File: config.mk
export PLATFORM = sky130hd
export DESIGN_NAME = sensorless_bldc_six_step_commutator
export DESIGN_NICKNAME = d
export VERILOG_FILES = /design/src/design/ssc_pkg.sv /design/src/design/ssc_throttle.sv /design/src/design/ssc_core.sv /design/src/design/sensorless_bldc_six_step_commutator.sv
export SDC_FILE = /design/constraint.sdc
export NUM_CORES = 1
export LEC_CHECK = 0
export ABC_AREA = 1
export BUFFER_PORTS_ARGS = -buffer_cell sky130_fd_sc_hd__buf_2
export CORE_ASPECT_RATIO = 1.5
export CORE_MARGIN = 3
export CORE_UTILIZATION = 44
export CTS_BUF_LIST = sky130_fd_sc_hd__clkbuf_16
export DETAILED_ROUTE_END_ITERATION = 8
export PLACE_DENSITY_LB_ADDON = 0.2
export SETUP_SLACK_MARGIN = 0.1
export SYNTH_ARGS = -nofsm -noshare
export SYNTH_HDL_FRONTEND = slang
export SYNTH_SLANG_ARGS = --single-unit
File: constraint.sdc
create_clock -name i_clk -period 11.9 [get_ports i_clk]
set_input_delay 0 -clock i_clk [delete_from_list [all_inputs] [get_ports i_clk]]
set_output_delay 0 -clock i_clk [all_outputs]
set_load 0.01 [all_outputs]
File: src/design/ssc_pkg.sv
// Shared types, codes, reset values and commutation tables of the six-step commutator.
package ssc_pkg;

    localparam logic [1:0] MODE_OFF   = 2'd0;
    localparam logic [1:0] MODE_DRIVE = 2'd1;
    localparam logic [1:0] MODE_REGEN = 2'd2;

    localparam logic [1:0] PH_START = 2'd0;
    localparam logic [1:0] PH_BLANK = 2'd1;
    localparam logic [1:0] PH_WAIT  = 2'd2;
    localparam logic [1:0] PH_DELAY = 2'd3;

    localparam logic [1:0] CFG_STALL_LIMIT     = 2'd0;
    localparam logic [1:0] CFG_DRIVE_THRESHOLD = 2'd1;
    localparam logic [1:0] CFG_BRAKE_THRESHOLD = 2'd2;

    localparam logic [15:0] STALL_LIMIT_RST     = 16'd24576;
    localparam logic [7:0]  DRIVE_THRESHOLD_RST = 8'd128;
    localparam logic [7:0]  BRAKE_THRESHOLD_RST = 8'd64;

    typedef struct packed {
        logic [7:0] mag;
        logic [1:0] mode;
    } t_throttle;

    typedef struct packed {
        logic [2:0] high_side;
        logic [2:0] low_side;
        logic [2:0] brake_switch;
        logic       running_led;
        logic       drive_led;
        logic       regen_led;
    } t_drive;

    function automatic logic [2:0] src_phase_bit(input logic [2:0] s);
        case (s)
            3'd0, 3'd1: src_phase_bit = 3'b001;
            3'd2, 3'd3: src_phase_bit = 3'b010;
            3'd4, 3'd5: src_phase_bit = 3'b100;
            default:    src_phase_bit = 3'b000;
        endcase
    endfunction

    function automatic logic [2:0] ret_phase_bit(input logic [2:0] s);
        case (s)
            3'd0, 3'd5: ret_phase_bit = 3'b010;
            3'd1, 3'd2: ret_phase_bit = 3'b100;
            3'd3, 3'd4: ret_phase_bit = 3'b001;
            default:    ret_phase_bit = 3'b000;
        endcase
    endfunction

    function automatic logic [2:0] cmp_mask(input logic [2:0] s);
        case (s)
            3'd0, 3'd3: cmp_mask = 3'b100;
            3'd1, 3'd4: cmp_mask = 3'b010;
            3'd2, 3'd5: cmp_mask = 3'b001;
            default:    cmp_mask = 3'b000;
        endcase
    endfunction

    function automatic logic [2:0] cmp_base(input logic [2:0] s);
        case (s)
            3'd0:    cmp_base = 3'b100;
            3'd2:    cmp_base = 3'b001;
            3'd4:    cmp_base = 3'b010;
            default: cmp_base = 3'b000;
        endcase
    endfunction

endpackage

File: src/design/ssc_throttle.sv
// Throttle classifier holding the latched throttle magnitude and mode.
module ssc_throttle (
    input  logic                  i_clk,
    input  logic                  i_rst_n,
    input  logic                  i_en,
    input  logic                  i_adc_valid,
    input  logic [7:0]            i_adc_sample,
    input  logic [7:0]            i_drive_threshold,
    input  logic [7:0]            i_brake_threshold,
    output ssc_pkg::t_throttle    o_throttle
);

    ssc_pkg::t_throttle r_thr;
    ssc_pkg::t_throttle n_thr;
    logic [7:0] w_diff;
    logic [8:0] w_dbl;

    always_comb begin
        n_thr  = r_thr;
        w_diff = 8'd0;
        if (i_adc_sample > i_drive_threshold) begin
            w_diff = i_adc_sample - i_drive_threshold;
        end else if (i_adc_sample < i_brake_threshold) begin
            w_diff = i_brake_threshold - i_adc_sample;
        end
        w_dbl = {w_diff, 1'b0};
        if (i_adc_valid) begin
            n_thr.mag = w_dbl[8] ? 8'hFF : w_dbl[7:0];
            if (i_adc_sample > i_drive_threshold) begin
                n_thr.mode = ssc_pkg::MODE_DRIVE;
            end else if (i_adc_sample < i_brake_threshold) begin
                n_thr.mode = ssc_pkg::MODE_REGEN;
            end else begin
                n_thr.mode = ssc_pkg::MODE_OFF;
            end
        end
    end

    assign o_throttle = n_thr;

    always_ff @(posedge i_clk) begin
        if (!i_rst_n) begin
            r_thr.mag  <= 8'd0;
            r_thr.mode <= ssc_pkg::MODE_OFF;
        end else if (i_en) begin
            r_thr <= n_thr;
        end
    end

endmodule

File: src/design/ssc_core.sv
// Commutation sequencer: step state, timing stages, on-time and switch pattern.
module ssc_core (
    input  logic               i_clk,
    input  logic               i_rst_n,
    input  logic               i_en,
    input  logic [2:0]         i_comparator_bits,
    input  logic               i_start_button,
    input  ssc_pkg::t_throttle i_throttle,
    input  logic [15:0]        i_stall_limit,
    output ssc_pkg::t_drive    o_drive
);

    logic [2:0]  r_step,     n_step;
    logic [1:0]  r_phase,    n_phase;
    logic [15:0] r_tick,     n_tick;
    logic [15:0] r_period,   n_period;
    logic [15:0] r_on_time,  n_on_time;
    logic [1:0]  r_applied,  n_applied;
    logic [15:0] r_next_on,  n_next_on;
    logic [1:0]  r_next_mode, n_next_mode;
    logic        r_running,  n_running;
    logic        r_skip,     n_skip;
    logic [15:0] r_delay,    n_delay;
    logic        r_btn_prev, n_btn_prev;

    logic [15:0] w_tick;
    logic        w_enable;
    logic        w_commutate;
    logic [23:0] w_product;
    logic [17:0] w_sum;

    assign w_product = r_period * i_throttle.mag;
    assign w_sum     = 18'(r_period[15:3]) + 18'(r_period[15:2]) + 18'(w_tick);

    always_comb begin
        n_step      = r_step;
        n_phase     = r_phase;
        n_period    = r_period;
        n_on_time   = r_on_time;
        n_applied   = r_applied;
        n_next_on   = r_next_on;
        n_next_mode = r_next_mode;
        n_running   = r_running;
        n_skip      = r_skip;
        n_delay     = r_delay;
        n_btn_prev  = i_start_button;
        w_tick      = r_tick;
        w_enable    = 1'b0;
        w_commutate = 1'b0;

        if ((i_start_button != r_btn_prev) && r_skip) begin
            if (i_start_button) begin
                n_skip = 1'b0;
            end else begin
                n_running = 1'b1;
            end
        end

        if (n_phase == ssc_pkg::PH_START) begin
            w_tick    = 16'd0;
            n_applied = r_next_mode;
            n_on_time = r_next_on;
            if (n_running) begin
                if (r_period > i_stall_limit) begin
                    n_running = 1'b0;
                    w_enable  = 1'b0;
                end else begin
                    w_enable = 1'b1;
                end
            end else begin
                w_enable = i_start_button;
            end
            if (w_enable) begin
                n_next_on   = w_product[23:8];
                n_next_mode = i_throttle.mode;
            end else begin
                n_next_on   = 16'd0;
                n_next_mode = ssc_pkg::MODE_OFF;
            end
            n_phase = ssc_pkg::PH_BLANK;
        end
        if (n_phase == ssc_pkg::PH_BLANK && w_tick >= {1'b0, r_period[15:1]}) begin
            n_skip  = 1'b1;
            n_phase = ssc_pkg::PH_WAIT;
        end
        if (n_phase == ssc_pkg::PH_WAIT) begin
            if (((i_comparator_bits & ssc_pkg::cmp_mask(r_step)) != ssc_pkg::cmp_base(r_step))
                    || !n_skip) begin
                if (!i_start_button) begin
                    n_delay = (w_sum[17:16] != 2'd0) ? 16'hFFFF : w_sum[15:0];
                    n_phase = ssc_pkg::PH_DELAY;
                end else begin
                    w_commutate = 1'b1;
                end
            end
        end
        if (n_phase == ssc_pkg::PH_DELAY && w_tick >= n_delay) begin
            w_commutate = 1'b1;
        end

        o_drive.high_side    = 3'b000;
        o_drive.brake_switch = 3'b000;
        o_drive.low_side     = ssc_pkg::ret_phase_bit(r_step);
        if (!w_commutate && w_tick < n_on_time) begin
            if (n_applied == ssc_pkg::MODE_DRIVE) begin
                o_drive.high_side = ssc_pkg::src_phase_bit(r_step);
            end else if (n_applied == ssc_pkg::MODE_REGEN) begin
                o_drive.brake_switch = ssc_pkg::src_phase_bit(r_step);
            end
        end
        o_drive.running_led = n_running;
        o_drive.drive_led   = (i_throttle.mode == ssc_pkg::MODE_DRIVE);
        o_drive.regen_led   = (i_throttle.mode == ssc_pkg::MODE_REGEN);

        if (w_commutate) begin
            n_period = w_tick;
            n_step   = (r_step >= 3'd5) ? 3'd0 : r_step + 3'd1;
            n_phase  = ssc_pkg::PH_START;
        end

        n_tick = (w_tick != 16'hFFFF) ? w_tick + 16'd1 : w_tick;
    end

    always_ff @(posedge i_clk) begin
        if (!i_rst_n) begin
            r_step      <= 3'd0;
            r_phase     <= ssc_pkg::PH_START;
            r_tick      <= 16'd0;
            r_period    <= 16'd0;
            r_on_time   <= 16'd0;
            r_applied   <= ssc_pkg::MODE_OFF;
            r_next_on   <= 16'd0;
            r_next_mode <= ssc_pkg::MODE_OFF;
            r_running   <= 1'b0;
            r_skip      <= 1'b1;
            r_delay     <= 16'd0;
            r_btn_prev  <= 1'b0;
        end else if (i_en) begin
            r_step      <= n_step;
            r_phase     <= n_phase;
            r_tick      <= n_tick;
            r_period    <= n_period;
            r_on_time   <= n_on_time;
            r_applied   <= n_applied;
            r_next_on   <= n_next_on;
            r_next_mode <= n_next_mode;
            r_running   <= n_running;
            r_skip      <= n_skip;
            r_delay     <= n_delay;
            r_btn_prev  <= n_btn_prev;
        end
    end

endmodule

File: src/design/sensorless_bldc_six_step_commutator.sv
// Top level: request input register, configuration registers and result register.
// An accepted tick request is held in the input register; its result is then stored in the result register.
// Throughput: one tick per cycle while the result is taken; the sequencer does a whole tick between the
// input register and the result register.
// Reset: synchronous, active low; all step state, throttle state and configuration
// registers return to their initial values and both pipeline registers empty.
module sensorless_bldc_six_step_commutator (
    input  logic        i_clk,
    input  logic        i_rst_n,
    input  logic        i_in_valid,
    output logic        o_in_ready,
    input  logic [2:0]  i_comparator_bits,
    input  logic        i_start_button,
    input  logic        i_adc_valid,
    input  logic [7:0]  i_adc_sample,
    output logic        o_out_valid,
    input  logic        i_out_ready,
    output logic [2:0]  o_high_side,
    output logic [2:0]  o_low_side,
    output logic [2:0]  o_brake_switch,
    output logic        o_running_led,
    output logic        o_drive_led,
    output logic        o_regen_led,
    input  logic        i_cfg_valid,
    output logic        o_cfg_ready,
    input  logic [1:0]  i_cfg_index,
    input  logic [15:0] i_cfg_data
);

    logic        r_in_valid;
    logic [2:0]  r_bits;
    logic        r_button;
    logic        r_adc_valid;
    logic [7:0]  r_adc_sample;
    logic        r_out_valid;
    ssc_pkg::t_drive r_result;
    logic [15:0] r_stall_limit;
    logic [7:0]  r_drive_thr;
    logic [7:0]  r_brake_thr;

    logic               w_adv;
    ssc_pkg::t_throttle w_throttle;
    ssc_pkg::t_drive    w_drive;

    assign w_adv       = r_in_valid && (!r_out_valid || i_out_ready);
    assign o_in_ready  = !r_in_valid || w_adv;
    assign o_cfg_ready = 1'b1;

    ssc_throttle u_throttle (
        .i_clk             (i_clk),
        .i_rst_n           (i_rst_n),
        .i_en              (w_adv),
        .i_adc_valid       (r_adc_valid),
        .i_adc_sample      (r_adc_sample),
        .i_drive_threshold (r_drive_thr),
        .i_brake_threshold (r_brake_thr),
        .o_throttle        (w_throttle)
    );

    ssc_core u_core (
        .i_clk             (i_clk),
        .i_rst_n           (i_rst_n),
        .i_en              (w_adv),
        .i_comparator_bits (r_bits),
        .i_start_button    (r_button),
        .i_throttle        (w_throttle),
        .i_stall_limit     (r_stall_limit),
        .o_drive           (w_drive)
    );

    always_ff @(posedge i_clk) begin
        if (!i_rst_n) begin
            r_in_valid  <= 1'b0;
            r_out_valid <= 1'b0;
        end else begin
            if (o_in_ready) begin
                r_in_valid <= i_in_valid;
            end
            if (w_adv) begin
                r_out_valid <= 1'b1;
            end else if (i_out_ready) begin
                r_out_valid <= 1'b0;
            end
        end
    end

    always_ff @(posedge i_clk) begin
        if (i_in_valid && o_in_ready) begin
            r_bits       <= i_comparator_bits;
            r_button     <= i_start_button;
            r_adc_valid  <= i_adc_valid;
            r_adc_sample <= i_adc_sample;
        end
        if (w_adv) begin
            r_result <= w_drive;
        end
    end

    always_ff @(posedge i_clk) begin
        if (!i_rst_n) begin
            r_stall_limit <= ssc_pkg::STALL_LIMIT_RST;
            r_drive_thr   <= ssc_pkg::DRIVE_THRESHOLD_RST;
            r_brake_thr   <= ssc_pkg::BRAKE_THRESHOLD_RST;
        end else if (i_cfg_valid) begin
            case (i_cfg_index)
                ssc_pkg::CFG_STALL_LIMIT:     r_stall_limit <= i_cfg_data;
                ssc_pkg::CFG_DRIVE_THRESHOLD: r_drive_thr   <= i_cfg_data[7:0];
                ssc_pkg::CFG_BRAKE_THRESHOLD: r_brake_thr   <= i_cfg_data[7:0];
                default: begin
                end
            endcase
        end
    end

    assign o_out_valid    = r_out_valid;
    assign o_high_side    = r_result.high_side;
    assign o_low_side     = r_result.low_side;
    assign o_brake_switch = r_result.brake_switch;
    assign o_running_led  = r_result.running_led;
    assign o_drive_led    = r_result.drive_led;
    assign o_regen_led    = r_result.regen_led;

endmodule

==> results.sh, run 1 <==
export IMPL_ys_seq_area_share_pct=24.37
export IMPL_drt_pass1_iter_count=5
export IMPL_ios=51
export IMPL_rows=80
export IMPL_ys_warn_count=0
export IMPL_antenna_found_initial=0
export IMPL_cts_resized=0
export IMPL_port_buffers=49
export IMPL_clock_path_buffers=2
export IMPL_area_growth_pct=11.66
export IMPL_vdd_ir_drop_max_v=0.0001109
export IMPL_clk_pin_slew_ns=0.07
export IMPL_status="completed"
export IMPL_utilization_pct=49.99
export IMPL_clock_fmax_ghz=0.1307
export IMPL_synth_top_area_share_pct=19.11
export IMPL_ys_seq_elements=161
export IMPL_min_period_ns=7.651
export IMPL_setup_violations=0
export IMPL_synth_async_reset_ratio_pct=0
export IMPL_timing_critical_path_from_type="flop"
export IMPL_drv_slew=0
export IMPL_grt_max_degree=73
export IMPL_critPathMostFrequentCell="nand2_1"
export IMPL_synthFlopType="dfxtp_1"
export IMPL_finalHoldViolCount=0
export IMPL_dieHeight_um=226.4
export IMPL_grt_pass1_wl_mm=64.89
export IMPL_finalHoldWorstSlack_ns=0.04304
export IMPL_finalNetCount=2326
export IMPL_start_util_pct=44.77
export IMPL_drc=0
export IMPL_cts_tree="yes"
export IMPL_min_path_type="in -> reg"
export IMPL_drtIter0Drc=595
export IMPL_drv_cap=0
export IMPL_fin_crit_sh_pct=64.30
export IMPL_worstPathRequired_ns=12.22
export IMPL_end_kind="flop"
export IMPL_leakagePower_nw=7.811
export IMPL_cp_max_fo=38
export IMPL_antenna_left=0
export IMPL_slowest_stage="nand3_2"
export IMPL_dp_final_hpwl_mm=31.30
export IMPL_dieArea_sq_mm=0.03463
export IMPL_clock_power_share_pct=17.0
export IMPL_core_sq_mm=0.03183
export IMPL_swShare_pct=50.20
export IMPL_gp_congestion=0.8731
export IMPL_vias_per_cell=5.215
export IMPL_track_usage_pct=23.41
export IMPL_netlist_instances=1975
export IMPL_die_w_um=152.9
export IMPL_syn_cell_area_sq_mm=0.01425
export IMPL_internal_power_w=0.001613
export IMPL_clock_sinks=161
export IMPL_synth_distinct_cells=59
export IMPL_drive_gt1_share_pct=7.565
export IMPL_p_comb_share_pct=60.9
export IMPL_first_global_vias=12869
export IMPL_hold_depth=3
export IMPL_insertedDiodeCount=0
export IMPL_fin_skew_ns=0.01014
export IMPL_drt_total_wl_mm=39.73
export IMPL_grt_overflow=0
export IMPL_synth_area_leaders="dfxtp_1, ha_1, fa_1"
export IMPL_cp_arrival_ns=7.97
export IMPL_root_buffer="clkbuf_16"
export IMPL_h_tree_depth=4
export IMPL_synth_largest_area_cell="dfxtp_1"
export IMPL_numCtsBuffers=17
export IMPL_switching_power_w=0.001626
export IMPL_wl_per_cell_um=16.07
export IMPL_setup_tns_final_ns=0
export IMPL_crit_type="reg -> reg"
export IMPL_syn_nets=2252
export IMPL_pwr_share_seq_pct=22.0
export IMPL_cellPowerDensity_mw_per_mm2=203.5
export IMPL_clock_latency_ns=0.45
export IMPL_rr_worst_depth=39
export IMPL_tightest_slew_ns=0.9371
export IMPL_cp_slowest_stage_delay_ns=0.66
export IMPL_num_vias=12891
export IMPL_syn_area_per_cell_sq_um=7.215
export IMPL_synth_edf_count=25
export IMPL_reg2reg_slack_ns=4.25
export IMPL_rsz0062_at_grt="no"
export IMPL_relSlewSlack_pct=37.30
[cell usage after synthesis, types with 8 or more instances]
master / n
clkinv_1: 8
dfxtp_1: 136
o21ai_1: 9
ha_1: 154
o211ai_1: 9
nand2_1: 379
a21oi_1: 183
or2_2: 13
nand4_1: 10
nor3_1: 25
inv_1: 333
edfxtp_1: 25
nor2_1: 216
xnor2_1: 12
fa_1: 87
inv_2: 10
o21ai_0: 134
clkbuf_1: 36
o21a_1: 11
nand3_1: 61
xor2_1: 17
buf_2: 10
[layer usage]
metal	routed length, um	global-route usage (%)
met1	15750	25.45
met2	20690	44.60
met3	1252	2.750
met4	2033	11.79
met5	0	0
[cell usage in the layout, fill, tap and decap left out, types with 3 or more instances in the layout]
cell type	synthesis	final
ha_1	154	154
dfxtp_1	136	136
nor3_2	4	4
buf_4	2	19
nor2_2	5	5
xnor2_1	12	12
nor3_1	25	25
nand3_2	5	5
nor4_1	4	4
or2_2	13	13
nand3b_1	7	7
clkbuf_16	0	18
nand2_1	379	379
a211oi_1	5	5
o21ai_1	9	9
nand3_1	61	61
buf_2	10	49
fa_1	87	87
a21oi_1	183	183
inv_6	0	7
inv_1	333	331
edfxtp_1	25	25
inv_4	2	3
a31oi_1	7	7
xor2_1	17	17
o221ai_1	6	6
inv_2	10	11
a21o_1	5	5
o2111ai_1	3	3
o21a_1	11	11
inv_8	0	3
nand4_1	10	10
nand2_2	6	6
clkinv_1	8	9
nor2_1	216	216
dlygate4sd3_1	0	42
o211ai_1	9	9
nand2_4	3	3
o21ai_0	134	134
[area by class of cell]
cell class                 count  area [sq um]
tap                          410         513.0
inverter                     353          1330
clock buffer                  18         450.4
clock inverter                14         131.4
fill                        3223         15920
timing repair buffer         110         808.3
sequential                   161          3473
multi-input combinational   1406          9205
[repair_timing]
action / CTS / global route
setup buffers: 0 / 0
endpoints found under the hold margin: 47 / 0
hold buffers: 42 / 0
[power groups by stage]
stage	Combinational, W	Sequential, W	Clock (W)
6_report	0.00197	0.000713	0.000552
5_1_grt	0.00227	0.000721	0.000583
4_1_cts	0.00199	0.000712	0.000563
3_5_place_dp	0.00195	0.000724	0
3_3_place_gp	0.00192	0.000723	0
2_1_floorplan	0.00150	0.000686	0
[final timing paths]
check,start,end
setup / recovery,u_core.r_period[4],u_core.r_period[13]
hold / removal,i_rst_n,u_core.r_tick[5]
setup reg to reg,u_core.r_period[4],u_core.r_period[13]
hold reg to reg,u_core.r_tick[6],u_core.r_tick[6]
[state kept, by name, summed over array words and instances (netlist names), 2 cells and up]
| register | flops |
|---|---|
| o_brake_switch | 3 |
| o_high_side | 3 |
| o_low_side | 3 |
| r_adc_sample | 8 |
| r_bits | 3 |
| r_brake_thr | 8 |
| r_drive_thr | 8 |
| r_stall_limit | 16 |
| u_core.r_applied | 2 |
| u_core.r_delay | 16 |
| u_core.r_next_mode | 2 |
| u_core.r_next_on | 16 |
| u_core.r_on_time | 16 |
| u_core.r_period | 16 |
| u_core.r_phase | 2 |
| u_core.r_step | 3 |
| u_core.r_tick | 16 |
| u_throttle.r_thr | 10 |
[worst max-delay path: cells and delay by family, from the launching register on]
| family | cells | cell delay (ns) |
|---|---|---|
| adders and majority gates | 3 | 1.24 |
| AOI/OAI and AO/OA | 15 | 2.64 |
| DFF | 1 | 0.46 |
| buffers and inverters | 3 | 0.72 |
| and+or+nand+nor | 17 | 2.33 |
| xor gates and xnor gates | 1 | 0.11 |
[logic make-up after synthesis]
family	after synthesis	synth area share, %
xor+xnor	29	1.782
buf+inv	408	11.03
mux	1	0.07025
other cells	1	0.02632
simple gates	744	21.96
flops	161	24.37
fa+ha+maj	241	25.74
compound gates	390	15.01
[per-stage QoR]
step | cells | power [W] | setup WS (ns) | cell area, sq um
after floorplan | 1975 | 0.002185 | 5.985 | 14250
after global placement | 2398 | 0.002647 | 4.324 | 14910
after detailed placement | 2398 | 0.002676 | 4.279 | 14910
after CTS | 2472 | 0.003262 | 4.243 | 15910
after global routing | 2472 | 0.003578 | 3.337 | 15910
final | 2472 | 0.003239 | 4.249 | 15910
(Power assumes the default switching activity.)
==> inputs of run 2 (changes only) <==
Clock period 11.9 ns to 7.4 ns, I/O delays scaled along.
==> run 2 against run 1 <==
  * Routed wire length rose by 1.1%
  * Count of clock-buffer cells in the layout did not move
  * Final cell count rose by 0.77%
  * Sequential share of layout area fell by 0.23 points
  * Setup slack got worse by 3.7 ns
  * Worst hold slack got worse by 0.0032 ns
  * Register-to-register slack got worse by 3.7 ns
  * Sequential power rose by 57%
  * Global-route usage rose by 0.24 points
  * Critical endpoint is now u_core.r_next_on[10]
  * Largest power group unchanged
  * Highest routed layer unchanged
==> results.sh, run 2 (synthesis results as in run 1) <==
export IMPL_status="completed"
export IMPL_place_inst=2416
export IMPL_grt_overflow=0
export IMPL_start_util_pct=44.77
export IMPL_clock_latency_ns=0.46
export IMPL_crit_type="reg -> reg"
export IMPL_cts_tree="yes"
export IMPL_timing_critical_path_from_type="flop"
export IMPL_fin_crit_sh_pct=92.20
export IMPL_num_vias=12951
export IMPL_port_buffers=49
export IMPL_clk_pin_slew_ns=0.08
export IMPL_rows=80
export IMPL_n_fill_cell=3136
export IMPL_p_comb_share_pct=61.8
export IMPL_drv_slew=0
export IMPL_critPathTopFamily="adder cells"
export IMPL_end_kind="flop"
export IMPL_cp_max_fo=11
export IMPL_relSlewSlack_pct=33.93
export IMPL_die_w_um=152.9
export IMPL_clock_fmax_ghz=0.1466
export IMPL_drt_pass1_iter_count=7
export IMPL_pwr_share_seq_pct=21.3
export IMPL_clock_power_share_pct=16.9
export IMPL_dieArea_sq_mm=0.03463
export IMPL_rsz0062_at_grt="yes"
export IMPL_antenna_found_initial=0
export IMPL_ios=51
export IMPL_final_cell_mix="nand2_1, inv_1, nor2_1"
export IMPL_cp_num_buf_inv=6
export IMPL_antenna_left=0
export IMPL_slowest_stage="fa_1"
export IMPL_tightest_slew_ns=0.9875
export IMPL_dp_final_hpwl_mm=31.84
export IMPL_reg2reg_slack_ns=0.58
export IMPL_cp_slowest_stage_delay_ns=0.56
export IMPL_leakagePower_nw=7.915
export IMPL_vias_per_cell=5.199
export IMPL_internal_power_w=0.002642
export IMPL_reg2reg_from="r_adc_sample[0]"
export IMPL_rr_endpoint="u_core.r_next_on[10]"
export IMPL_post_cts_setup_buffers=0
export IMPL_setup_violations=0
export IMPL_clock_path_buffers=2
export IMPL_drive_gt1_share_pct=8.506
export IMPL_swShare_pct=49.88
export IMPL_worstPathRequired_ns=7.74
export IMPL_hold_depth=4
export IMPL_area_growth_pct=12.85
export IMPL_root_buffer="clkbuf_16"
export IMPL_layout_commonest_cell="nand2_1"
export IMPL_finalHoldViolCount=0
export IMPL_grt_max_degree=69
export IMPL_wl_per_cell_um=16.12
export IMPL_numCtsBuffers=17
export IMPL_track_usage_pct=23.64
export IMPL_cellPowerDensity_mw_per_mm2=327.8
export IMPL_cp_arrival_ns=7.16
export IMPL_setup_tns_final_ns=0
export IMPL_finalNetCount=2345
export IMPL_min_to="r_stall_limit[0]"
export IMPL_first_global_vias=12805
export IMPL_drv_cap=0
export IMPL_drc=0
export IMPL_vdd_ir_drop_max_v=0.0002286
export IMPL_min_delay_start="i_cfg_index[1]"
export IMPL_dieHeight_um=226.4
export IMPL_multi_input_area_sq_mm=0.009216
export IMPL_gp_congestion=0.9106
export IMPL_clock_sinks=161
export IMPL_insertedDiodeCount=0
export IMPL_core_sq_mm=0.03183
export IMPL_critPathMostFrequentCell="nand2_1"
export IMPL_drt_total_wl_mm=40.16
export IMPL_fin_skew_ns=0.01588
export IMPL_min_path_type="in -> reg"
export IMPL_switching_power_w=0.002629
export IMPL_regArea_sq_mm=0.003473
export IMPL_h_tree_depth=4
export IMPL_instances_no_fill=2491
export IMPL_grt_pass1_wl_mm=65.15
export IMPL_min_period_ns=6.823
export IMPL_drtIter0Drc=699
export IMPL_rr_worst_depth=32
-- run 2: changes by cell type in the layout (fill, tap and decap cells not counted), sizes merged --
cell / before / now
clkinv: 12 / 11
dlygate4sd3: 42 / 43
buf: 68 / 86
inv: 355 / 356
-- run 2: worst max-delay path by stage --
stage / startpoint / to / slack [ns] / cells past startpoint
finish: r_adc_sample[0] / u_core.r_next_on[10] / 0.58 / 32
floorplan: r_adc_sample[0] / u_core.r_next_on[14] / 1.49 / 34
CTS: r_adc_sample[0] / u_core.r_next_on[10] / 0.43 / 32
detailed placement: r_adc_sample[0] / u_core.r_next_on[10] / 0.44 / 32
global placement: r_adc_sample[0] / u_core.r_next_on[10] / 0.48 / 32
global route: r_adc_sample[0] / u_core.r_next_on[10] / 0.1 / 32
-- run 2: area by class of cell --
cell class	count	area share (%)
multi-input cells	1406	57.31
flip-flops and latches	161	21.60
inverters	353	8.270
repair buffers	129	6.006
well taps	410	3.190
clock buffers	18	2.801
clock inverters	14	0.8247
-- run 2: worst min-delay path: stages --
cell     delay, ns
buf_2         0.12
nor3_1        0.12
o21ai_0       0.16
nor2_1        0.05
-- run 2: per-stage QoR --
| step | utilization, % | worst slack (ns) | hold slack [ns] | cell area (sq um) | power [W] |
|---|---|---|---|---|---|
| 6_report | 50.52 | 0.5773 | 0.03985 | 16080 | 0.005272 |
| 5_1_grt | 50.52 | 0.09962 | 0.07558 | 16080 | 0.005832 |
| 4_1_cts | 50.49 | 0.4314 | 0.01662 | 16070 | 0.005317 |
| 3_5_place_dp | 47.30 | 0.4420 | 0.1786 | 15060 | 0.004374 |
| 3_3_place_gp | 47.30 | 0.4839 | 0.1768 | 15060 | 0.004341 |
| 2_1_floorplan | - | 1.485 | 0.09887 | 14250 | 0.003513 |
-- run 2: routing by layer --
metal,vias to the layer above,share of wire [%],track usage [%]
met5,-,0,0
met4,0,5.1,11.91
met3,95,2.9,2.559
met2,265,53,45.06
met1,6059,39,25.84
li1,6532,-,-
-- run 2: timing repair --
action	in CTS	in global routing
hold buffers	43	0
hold endpoints to repair	47	0
endpoints found under the setup margin	0	5
resized for setup	0	3
-- run 2: power by group through the flow --
stage,combinational (W),sequential (W),clock [W]
final,0.00326,0.00112,0.000889
after CTS,0.00329,0.00112,0.000908
after global routing,0.00375,0.00113,0.000943
after floorplan,0.00241,0.00110,0
after global placement,0.00320,0.00114,0
after detailed placement,0.00323,0.00114,0
